==> src/rtl/ihex_pkg.sv <==
// ----------------------------------------------------------------------------
// ihex_pkg
// Shared types, constants and character tables of the Intel HEX encoder.
// ----------------------------------------------------------------------------
package ihex_pkg;

    localparam int RECORD_BYTES_DEF = 16;
    localparam int ADDR_W           = 3;
    localparam int DATA_W           = 32;
    localparam int REG_IDX_W        = ADDR_W - 2;

    localparam logic [REG_IDX_W-1:0] REG_START_ADDRESS = 1'b0;
    localparam logic [15:0]          START_ADDRESS_RST = 16'h0100;
    localparam logic [7:0]           REC_TYPE_DATA     = 8'h00;
    localparam logic [3:0]           EOF_LAST_IDX      = 4'd11;
    localparam logic [6:0]           CHR_COLON         = 7'h3A;
    localparam logic [6:0]           CHR_NEWLINE       = 7'h0A;

    typedef enum logic [3:0] {
        ST_IDLE,
        ST_COLON,
        ST_LEN,
        ST_ADDR_HI,
        ST_ADDR_LO,
        ST_TYPE,
        ST_DATA,
        ST_CSUM,
        ST_NL,
        ST_EOF
    } t_state;

    typedef enum logic [2:0] {
        CH_COLON,
        CH_BYTE_HI,
        CH_BYTE_LO,
        CH_NL,
        CH_EOF
    } t_chr;

    typedef enum logic [2:0] {
        BS_LEN,
        BS_ADDR_HI,
        BS_ADDR_LO,
        BS_TYPE,
        BS_DATA,
        BS_CSUM
    } t_bsel;

    typedef struct packed {
        logic  emit;
        t_chr  chr_sel;
        t_bsel byte_sel;
        logic  last;
        logic  rec_done;
        logic  eof_done;
    } t_cmd;

    typedef struct packed {
        logic out_free;
        logic fill_last;
        logic fill_empty;
        logic data_last;
        logic eof_last;
    } t_stat;

    function automatic logic [6:0] hex_char(input logic [3:0] nib);
        logic [6:0] c;
        if (nib < 4'd10) begin
            c = 7'h30 + {3'b000, nib};
        end else begin
            c = 7'h37 + {3'b000, nib};
        end
        return c;
    endfunction

    // ":00000001FF\n"
    function automatic logic [6:0] eof_char(input logic [3:0] idx);
        logic [6:0] c;
        case (idx)
            4'd0:    c = CHR_COLON;
            4'd8:    c = 7'h31;
            4'd9,
            4'd10:   c = 7'h46;
            4'd11:   c = CHR_NEWLINE;
            default: c = 7'h30;
        endcase
        return c;
    endfunction

endpackage

==> src/rtl/intel_hex_record_encoder.sv <==
// A byte that fills a record, or an end item, moves the sequencer out of idle, and its
// first character passes the state register, then the output character register; a data
// byte that leaves the record open is only stored. Input is held off while text goes out.
// Throughput: one character per cycle from the single output character register unless
// the output stalls; a record of N bytes is 12 + 2N characters, the end record 12.
// Reset: synchronous, active low; fill count cleared, start and load address 0x0100.
// ----------------------------------------------------------------------------
// intel_hex_record_encoder
// Byte stream in, Intel HEX text out one ASCII character per transfer.
// ----------------------------------------------------------------------------
module intel_hex_record_encoder
    import ihex_pkg::*;
#(
    parameter int RECORD_BYTES = RECORD_BYTES_DEF
) (
    input  logic              i_clk,
    input  logic              i_rst_n,
    input  logic              s_axis_tvalid,
    output logic              s_axis_tready,
    input  logic [7:0]        s_axis_tdata,   // [7:0] data_byte
    input  logic              s_axis_tuser,   // [0] kind
    output logic              m_axis_tvalid,
    input  logic              m_axis_tready,
    output logic [7:0]        m_axis_tdata,   // [6:0] character, [7] zero
    output logic              m_axis_tlast,
    input  logic              psel,
    input  logic              penable,
    input  logic              pwrite,
    input  logic [ADDR_W-1:0] paddr,
    input  logic [DATA_W-1:0] pwdata,
    output logic [DATA_W-1:0] prdata,
    output logic              pready
);

    t_cmd        cmd;
    t_stat       stat;
    logic        accept;
    logic        cfg_we;
    logic        reg_hit;
    logic [15:0] start;
    logic [6:0]  out_char;

    assign accept  = s_axis_tvalid && s_axis_tready;
    assign reg_hit = (paddr[ADDR_W-1:2] == REG_START_ADDRESS);
    assign cfg_we  = psel && penable && pwrite && pready && reg_hit;
    assign pready  = 1'b1;
    assign prdata  = reg_hit ? {{(DATA_W - 16){1'b0}}, start} : '0;

    ihex_ctrl u_ctrl (
        .i_clk   (i_clk),
        .i_rst_n (i_rst_n),
        .i_accept(accept),
        .i_kind  (s_axis_tuser),
        .i_stat  (stat),
        .o_ready (s_axis_tready),
        .o_cmd   (cmd)
    );

    ihex_dp #(
        .RECORD_BYTES(RECORD_BYTES)
    ) u_dp (
        .i_clk      (i_clk),
        .i_rst_n    (i_rst_n),
        .i_accept   (accept),
        .i_kind     (s_axis_tuser),
        .i_data     (s_axis_tdata),
        .i_cfg_we   (cfg_we),
        .i_cfg_data (pwdata[15:0]),
        .i_cmd      (cmd),
        .i_out_ready(m_axis_tready),
        .o_stat     (stat),
        .o_start    (start),
        .o_out_valid(m_axis_tvalid),
        .o_out_char (out_char),
        .o_out_last (m_axis_tlast)
    );

    assign m_axis_tdata = {1'b0, out_char};

endmodule

==> src/rtl/ihex_ctrl.sv <==
// ----------------------------------------------------------------------------
// ihex_ctrl
// Record sequencer: walks the fields of a data record and the end record.
// ----------------------------------------------------------------------------
module ihex_ctrl
    import ihex_pkg::*;
(
    input  logic  i_clk,
    input  logic  i_rst_n,
    input  logic  i_accept,
    input  logic  i_kind,
    input  t_stat i_stat,
    output logic  o_ready,
    output t_cmd  o_cmd
);

    t_state r_state, n_state;
    logic   r_nib, n_nib;
    logic   r_eof_pend, n_eof_pend;

    always_ff @(posedge i_clk) begin
        if (!i_rst_n) begin
            r_state    <= ST_IDLE;
            r_nib      <= 1'b0;
            r_eof_pend <= 1'b0;
        end else begin
            r_state    <= n_state;
            r_nib      <= n_nib;
            r_eof_pend <= n_eof_pend;
        end
    end

    always_comb begin
        n_state    = r_state;
        n_nib      = r_nib;
        n_eof_pend = r_eof_pend;
        o_ready    = 1'b0;
        o_cmd      = '{emit: 1'b0, chr_sel: CH_COLON, byte_sel: BS_LEN,
                       last: 1'b0, rec_done: 1'b0, eof_done: 1'b0};
        o_cmd.chr_sel = r_nib ? CH_BYTE_LO : CH_BYTE_HI;

        case (r_state)
            ST_IDLE: begin
                o_ready = 1'b1;
                n_nib   = 1'b0;
                if (i_accept) begin
                    n_eof_pend = i_kind;
                    if (!i_kind) begin
                        if (i_stat.fill_last) begin
                            n_state = ST_COLON;
                        end
                    end else if (i_stat.fill_empty) begin
                        n_state = ST_EOF;
                    end else begin
                        n_state = ST_COLON;
                    end
                end
            end
            ST_COLON: begin
                o_cmd.chr_sel = CH_COLON;
                if (i_stat.out_free) begin
                    o_cmd.emit = 1'b1;
                    n_state    = ST_LEN;
                end
            end
            ST_LEN, ST_ADDR_HI, ST_ADDR_LO, ST_TYPE, ST_DATA, ST_CSUM: begin
                case (r_state)
                    ST_LEN:     o_cmd.byte_sel = BS_LEN;
                    ST_ADDR_HI: o_cmd.byte_sel = BS_ADDR_HI;
                    ST_ADDR_LO: o_cmd.byte_sel = BS_ADDR_LO;
                    ST_TYPE:    o_cmd.byte_sel = BS_TYPE;
                    ST_DATA:    o_cmd.byte_sel = BS_DATA;
                    default:    o_cmd.byte_sel = BS_CSUM;
                endcase
                if (i_stat.out_free) begin
                    o_cmd.emit = 1'b1;
                    n_nib      = !r_nib;
                    if (r_nib) begin
                        case (r_state)
                            ST_LEN:     n_state = ST_ADDR_HI;
                            ST_ADDR_HI: n_state = ST_ADDR_LO;
                            ST_ADDR_LO: n_state = ST_TYPE;
                            ST_TYPE:    n_state = ST_DATA;
                            ST_DATA:    n_state = i_stat.data_last ? ST_CSUM : ST_DATA;
                            default:    n_state = ST_NL;
                        endcase
                    end
                end
            end
            ST_NL: begin
                o_cmd.chr_sel = CH_NL;
                o_cmd.last    = !r_eof_pend;
                if (i_stat.out_free) begin
                    o_cmd.emit     = 1'b1;
                    o_cmd.rec_done = 1'b1;
                    n_state        = r_eof_pend ? ST_EOF : ST_IDLE;
                end
            end
            ST_EOF: begin
                o_cmd.chr_sel = CH_EOF;
                o_cmd.last    = i_stat.eof_last;
                if (i_stat.out_free) begin
                    o_cmd.emit = 1'b1;
                    if (i_stat.eof_last) begin
                        o_cmd.eof_done = 1'b1;
                        n_state        = ST_IDLE;
                    end
                end
            end
            default: begin
                n_state = ST_IDLE;
            end
        endcase
    end

endmodule

==> src/rtl/ihex_dp.sv <==
// ----------------------------------------------------------------------------
// ihex_dp
// Record buffer, address and checksum registers, character output stage.
// ----------------------------------------------------------------------------
module ihex_dp
    import ihex_pkg::*;
#(
    parameter int RECORD_BYTES = RECORD_BYTES_DEF
) (
    input  logic        i_clk,
    input  logic        i_rst_n,
    input  logic        i_accept,
    input  logic        i_kind,
    input  logic [7:0]  i_data,
    input  logic        i_cfg_we,
    input  logic [15:0] i_cfg_data,
    input  t_cmd        i_cmd,
    input  logic        i_out_ready,
    output t_stat       o_stat,
    output logic [15:0] o_start,
    output logic        o_out_valid,
    output logic [6:0]  o_out_char,
    output logic        o_out_last
);

    localparam int FILL_W = $clog2(RECORD_BYTES + 1);
    localparam int IDX_W  = (RECORD_BYTES > 1) ? $clog2(RECORD_BYTES) : 1;
    localparam int DEPTH  = 2 ** IDX_W;

    logic [7:0]        r_mem [DEPTH];
    logic [7:0]        r_rdata;
    logic [7:0]        r_cur;
    logic [FILL_W-1:0] r_fill;
    logic [FILL_W-1:0] r_idx;
    logic [15:0]       r_start;
    logic [15:0]       r_addr;
    logic [7:0]        r_sum;
    logic [3:0]        r_eof;
    logic              r_oval;
    logic [6:0]        r_ochar;
    logic              r_olast;

    logic [7:0] len_byte;
    logic [7:0] byte_val;
    logic [6:0] n_char;
    logic       hi_emit;

    assign len_byte = {{(8 - FILL_W){1'b0}}, r_fill};
    assign hi_emit  = i_cmd.emit && (i_cmd.chr_sel == CH_BYTE_HI);

    always_comb begin
        case (i_cmd.byte_sel)
            BS_LEN:     byte_val = len_byte;
            BS_ADDR_HI: byte_val = r_addr[15:8];
            BS_ADDR_LO: byte_val = r_addr[7:0];
            BS_TYPE:    byte_val = REC_TYPE_DATA;
            BS_DATA:    byte_val = (i_cmd.chr_sel == CH_BYTE_HI) ? r_rdata : r_cur;
            BS_CSUM:    byte_val = ~r_sum + 8'd1;
            default:    byte_val = REC_TYPE_DATA;
        endcase
    end

    always_comb begin
        case (i_cmd.chr_sel)
            CH_COLON:   n_char = CHR_COLON;
            CH_BYTE_HI: n_char = hex_char(byte_val[7:4]);
            CH_BYTE_LO: n_char = hex_char(byte_val[3:0]);
            CH_NL:      n_char = CHR_NEWLINE;
            CH_EOF:     n_char = eof_char(r_eof);
            default:    n_char = CHR_NEWLINE;
        endcase
    end

    always_ff @(posedge i_clk) begin
        if (i_accept && !i_kind) begin
            r_mem[r_fill[IDX_W-1:0]] <= i_data;
        end
        r_rdata <= r_mem[r_idx[IDX_W-1:0]];
    end

    always_ff @(posedge i_clk) begin
        if (i_accept) begin
            r_idx <= '0;
            r_sum <= '0;
        end else if (hi_emit && (i_cmd.byte_sel != BS_CSUM)) begin
            r_sum <= r_sum + byte_val;
            if (i_cmd.byte_sel == BS_DATA) begin
                r_cur <= r_rdata;
                r_idx <= r_idx + 1'b1;
            end
        end
        if (i_cmd.emit) begin
            r_ochar <= n_char;
            r_olast <= i_cmd.last;
        end
    end

    always_ff @(posedge i_clk) begin
        if (!i_rst_n) begin
            r_fill  <= '0;
            r_start <= START_ADDRESS_RST;
            r_addr  <= START_ADDRESS_RST;
            r_eof   <= '0;
            r_oval  <= 1'b0;
        end else begin
            if (i_cfg_we) begin
                r_start <= i_cfg_data;
                r_addr  <= i_cfg_data;
            end else if (i_cmd.eof_done) begin
                r_addr <= r_start;
            end else if (i_cmd.rec_done) begin
                r_addr <= r_addr + 16'(r_fill);
            end

            if (i_cmd.rec_done || i_cmd.eof_done) begin
                r_fill <= '0;
            end else if (i_accept && !i_kind) begin
                r_fill <= r_fill + 1'b1;
            end

            if (i_cmd.eof_done) begin
                r_eof <= '0;
            end else if (i_cmd.emit && (i_cmd.chr_sel == CH_EOF)) begin
                r_eof <= r_eof + 4'd1;
            end

            if (i_cmd.emit) begin
                r_oval <= 1'b1;
            end else if (i_out_ready) begin
                r_oval <= 1'b0;
            end
        end
    end

    assign o_stat.out_free   = !r_oval || i_out_ready;
    assign o_stat.fill_last  = (r_fill == FILL_W'(RECORD_BYTES - 1));
    assign o_stat.fill_empty = (r_fill == '0);
    assign o_stat.data_last  = (r_idx == r_fill);
    assign o_stat.eof_last   = (r_eof == EOF_LAST_IDX);

    assign o_start     = r_start;
    assign o_out_valid = r_oval;
    assign o_out_char  = r_ochar;
    assign o_out_last  = r_olast;

endmodule

==> config.mk <==
export PLATFORM = sky130hd
export DESIGN_NAME = intel_hex_record_encoder
export DESIGN_NICKNAME = d
export VERILOG_FILES = /design/src/rtl/ihex_pkg.sv /design/src/rtl/intel_hex_record_encoder.sv /design/src/rtl/ihex_ctrl.sv /design/src/rtl/ihex_dp.sv
export SDC_FILE = /design/constraint.sdc
export NUM_CORES = 1
export LEC_CHECK = 0
export BUFFER_PORTS_ARGS = -buffer_cell sky130_fd_sc_hd__buf_4
export CORE_MARGIN = 4
export CORE_UTILIZATION = 40
export DETAILED_ROUTE_END_ITERATION = 10
export HOLD_SLACK_MARGIN = 0.1
export SYNTH_ARGS = -nofsm -noshare
export SYNTH_HDL_FRONTEND = slang
export SYNTH_SLANG_ARGS = --single-unit
==> constraint.sdc <==
create_clock -name i_clk -period 6.9 [get_ports i_clk]
set_input_delay 0.345 -clock i_clk [delete_from_list [all_inputs] [get_ports i_clk]]
set_output_delay 0.345 -clock i_clk [all_outputs]
set_load 0.01 [all_outputs]
==> metrics <==
Antenna diodes=0; antenna violations before repair=0; Hold Crit Start=pwdata[2]; CTS tree=yes; Slew Limit Fails=0; initial DRC count=588; nets=980; post-route ant nets=0; cells along the critical path=or2_1 -> o21ba_1 -> mux2i_1 -> o221ai_1 -> ha_1 -> fa_1 -> a21oi_1 -> nand3_1 -> a211o_1 -> a21oi_1 -> mux2i_1 -> o22ai_1; FF-to-FF Start=u_ctrl.r_state[2]; Num CTS Buffers=24; PD cells=298 nW/um2; share of layout cells above drive strength 1=16.6%; Top FF cell, synth=edfxtp_1; synthesis-to-layout area growth=15.2%; Cells after Synth=849; HPWL after detailed placement=15.4 mm; multi-input logic area=4140 um2; Worst Skew=14.2 ps; Post-Route WL=23.5 mm; YS warnings=0; Yosys cell types=76; count leader, synth=edfxtp_1; Crit-path slowest cell=dfxtp_1; setup_tns=0 ps; Via density=5.43; Core Region=25,100 um2; DR pass1 iterations=5; leakage=4.17 nW; Peak Freq=0.251 GHz; Hold Violations, Final=0; area leader, netlist=edfxtp_1; Worst Setup End Kind=flop; Avg Cell Area, Syn=12.0 um2; maxcap violations=0; Synth Cell Area=10,200 um2; Chip Height=168 um; WP data arrival=4350 ps; FFs w/ async S/R, synth=0%; H-Tree Depth=1; routed length per instance=18.7 um; Initial Util=40.6%; peak per-stage delay on the critical path=740 ps; Clk pin slew, worst setup/hold paths=60 ps; Skew-Pair Late Insertion Delay=530 ps; CP startpoint=u_ctrl.r_state[2]; site row count=58; pin count of the biggest net entering global routing=32; GRT Total Usage=16.4%; Slew headroom=18.9%; Worst-Margin Slew=1210 ps; Seq/Total Area, Yosys=56.0%; post-layout util=46.8%; status=finished clean; crit share post-route=57.6%; via count=6,797; # port buffers=58; Startpoint Class=flop; GPL Wtd Cong=0.881; top cell type's share of synthesized area=42.4%; Clock Tree Buf Depth=3; DRC Markers=0; Register Area=5710 um2; worst hold path class=input port to flop; crit-path leading delay family=compound AO/OA/AOI/OAI gates; largest cells by area after synthesis=edfxtp_1 (42%), dfxtp_1 (14%), mux4_2 (8.8%); DIE WIDTH=168 um; WHS=113 ps; critical path required time=7280 ps; global-route wire length before repair=37.0 mm; IO Pins=95; # setup viols final=0; Worst VDD drop=0.000232 V; critical path class=flop to flop; Resized Gates After CTS=0; Post-synth EDFFs=144; unrepaired setup endpoints after global routing=false; Congestion Overflow GR=0; top cells by count, synth=edfxtp_1 (144), nand2_1 (89), nor2_1 (70); clk root buf=clkbuf_16; Die ar.=28,100 um2; vias in the first global route=6,474; fin crit period=3980 ps; filler cell count=2,314; Worst Path Max Fanout=20; Buffers & Inverters on Critical Path=0; Synth Register Bits=213; clk sink count=213; Tot Pwr=3.50 mW
[metrics by stage]
| stage | instances | instance area [um2] | setup WS (ps) |
|---|---|---|---|
| final | 1251 | 11700 | 2920 |
| after global placement | 1194 | 10800 | 2950 |
| after global routing | 1251 | 11700 | 2550 |
| after CTS | 1251 | 11700 | 2920 |
| after floorplan | 865 | 10300 | 3740 |
| after detailed placement | 1194 | 10800 | 2930 |
[final timing paths]
kind                      to  slack [ps]  cells past startpoint
min          u_dp.o_start[2]         110                      3
max            u_dp.r_sum[6]        2920                     12
min reg2reg    u_dp.r_cur[7]         460                      0
max reg2reg    u_dp.r_sum[6]        2920                     12
[kinds of logic (layout without fill, tap and decap cells)]
| logic type | after synthesis | after routing | synth area share (%) |
|---|---|---|---|
| xor gates and xnor gates | 29 | 29 | 2.49 |
| DFF | 213 | 213 | 56.0 |
| buffers and inverters | 85 | 141 | 3.98 |
| AOI/OAI and AO/OA | 164 | 164 | 10.5 |
| muxes | 59 | 59 | 10.7 |
| other | 2 | 18 | 0.0737 |
| and+or+nand+nor | 271 | 271 | 13.0 |
| adders and majority gates | 26 | 26 | 3.34 |
[where the power goes]
group	internal (mW)	total, mW	switching [mW]
registers	1.46	1.56	0.0918
clock network	0.759	1.27	0.510
logic	0.270	0.679	0.409
total	2.49	3.50	1.01
[state kept, by name, indices dropped and copies added (netlist names)]
register           cells
u_dp.r_rdata           8
u_dp.r_mem           128
u_dp.r_sum             8
u_dp.r_eof             4
u_dp.o_out_last        1
u_ctrl.r_nib           1
u_dp.o_out_char        7
u_dp.r_addr           16
u_ctrl.r_eof_pend      1
u_dp.o_start          16
u_dp.r_idx             5
u_dp.o_out_valid       1
u_ctrl.r_state         4
u_dp.r_cur             8
u_dp.r_fill            5
[area by class of cell]
class                           count  area share, %
Clock buffer                       30           5.31
Clock inverter                     14           1.46
Inverter                           19          0.607
Multi-Input combinational cell    567           35.3
Sequential cell                   213           48.6
Tap cell                          330           3.52
Timing Repair Buffer               78           5.26
[tightest hold or removal path, stage by stage]
cell     delay (ps)
buf_4            80
nand2_1          60
a21oi_1         120
[layout by cell type, fill, tap and decap left out, types with 5 or more instances in the layout]
cell type	synthesis	routed
nand2b_1	8	8
dlygate4sd3_1	0	13
clkbuf_16	0	24
clkbuf_1	30	6
nand3_1	19	19
nor2b_1	24	24
a211o_1	5	5
buf_4	18	65
o21ai_0	32	32
nor3_1	9	9
mux4_2	40	40
a221oi_1	5	5
clkinv_1	1	5
nor2_1	70	70
edfxtp_1	144	144
a211oi_1	5	5
a21oi_1	53	53
a31oi_1	7	7
dfxtp_1	69	68
nand2_1	89	89
clkinv_2	0	5
xnor2_1	13	13
xor2_1	16	16
conb_1	2	18
inv_1	16	16
nand4_1	9	9
ha_1	24	24
o211ai_1	8	8
a21o_1	6	6
o22ai_1	7	7
and3_1	7	7
mux2i_1	19	19
[timing repair]
item,in CTS,in global routing
hold buffers,13,0
hold endpoints to repair,39,0
setup buffers,0,0
[layer usage]
metal / global-route usage (%) / vias to the layer above / wire [um]
met1: 23.3 / 3296 / 10600
met5: 0 / - / 0
li1: - / 3253 / -
met3: 2.46 / 47 / 1210
met4: 5.61 / 0 / 867
met2: 25.9 / 201 / 10800
Power figures use the tool's default switching activity.
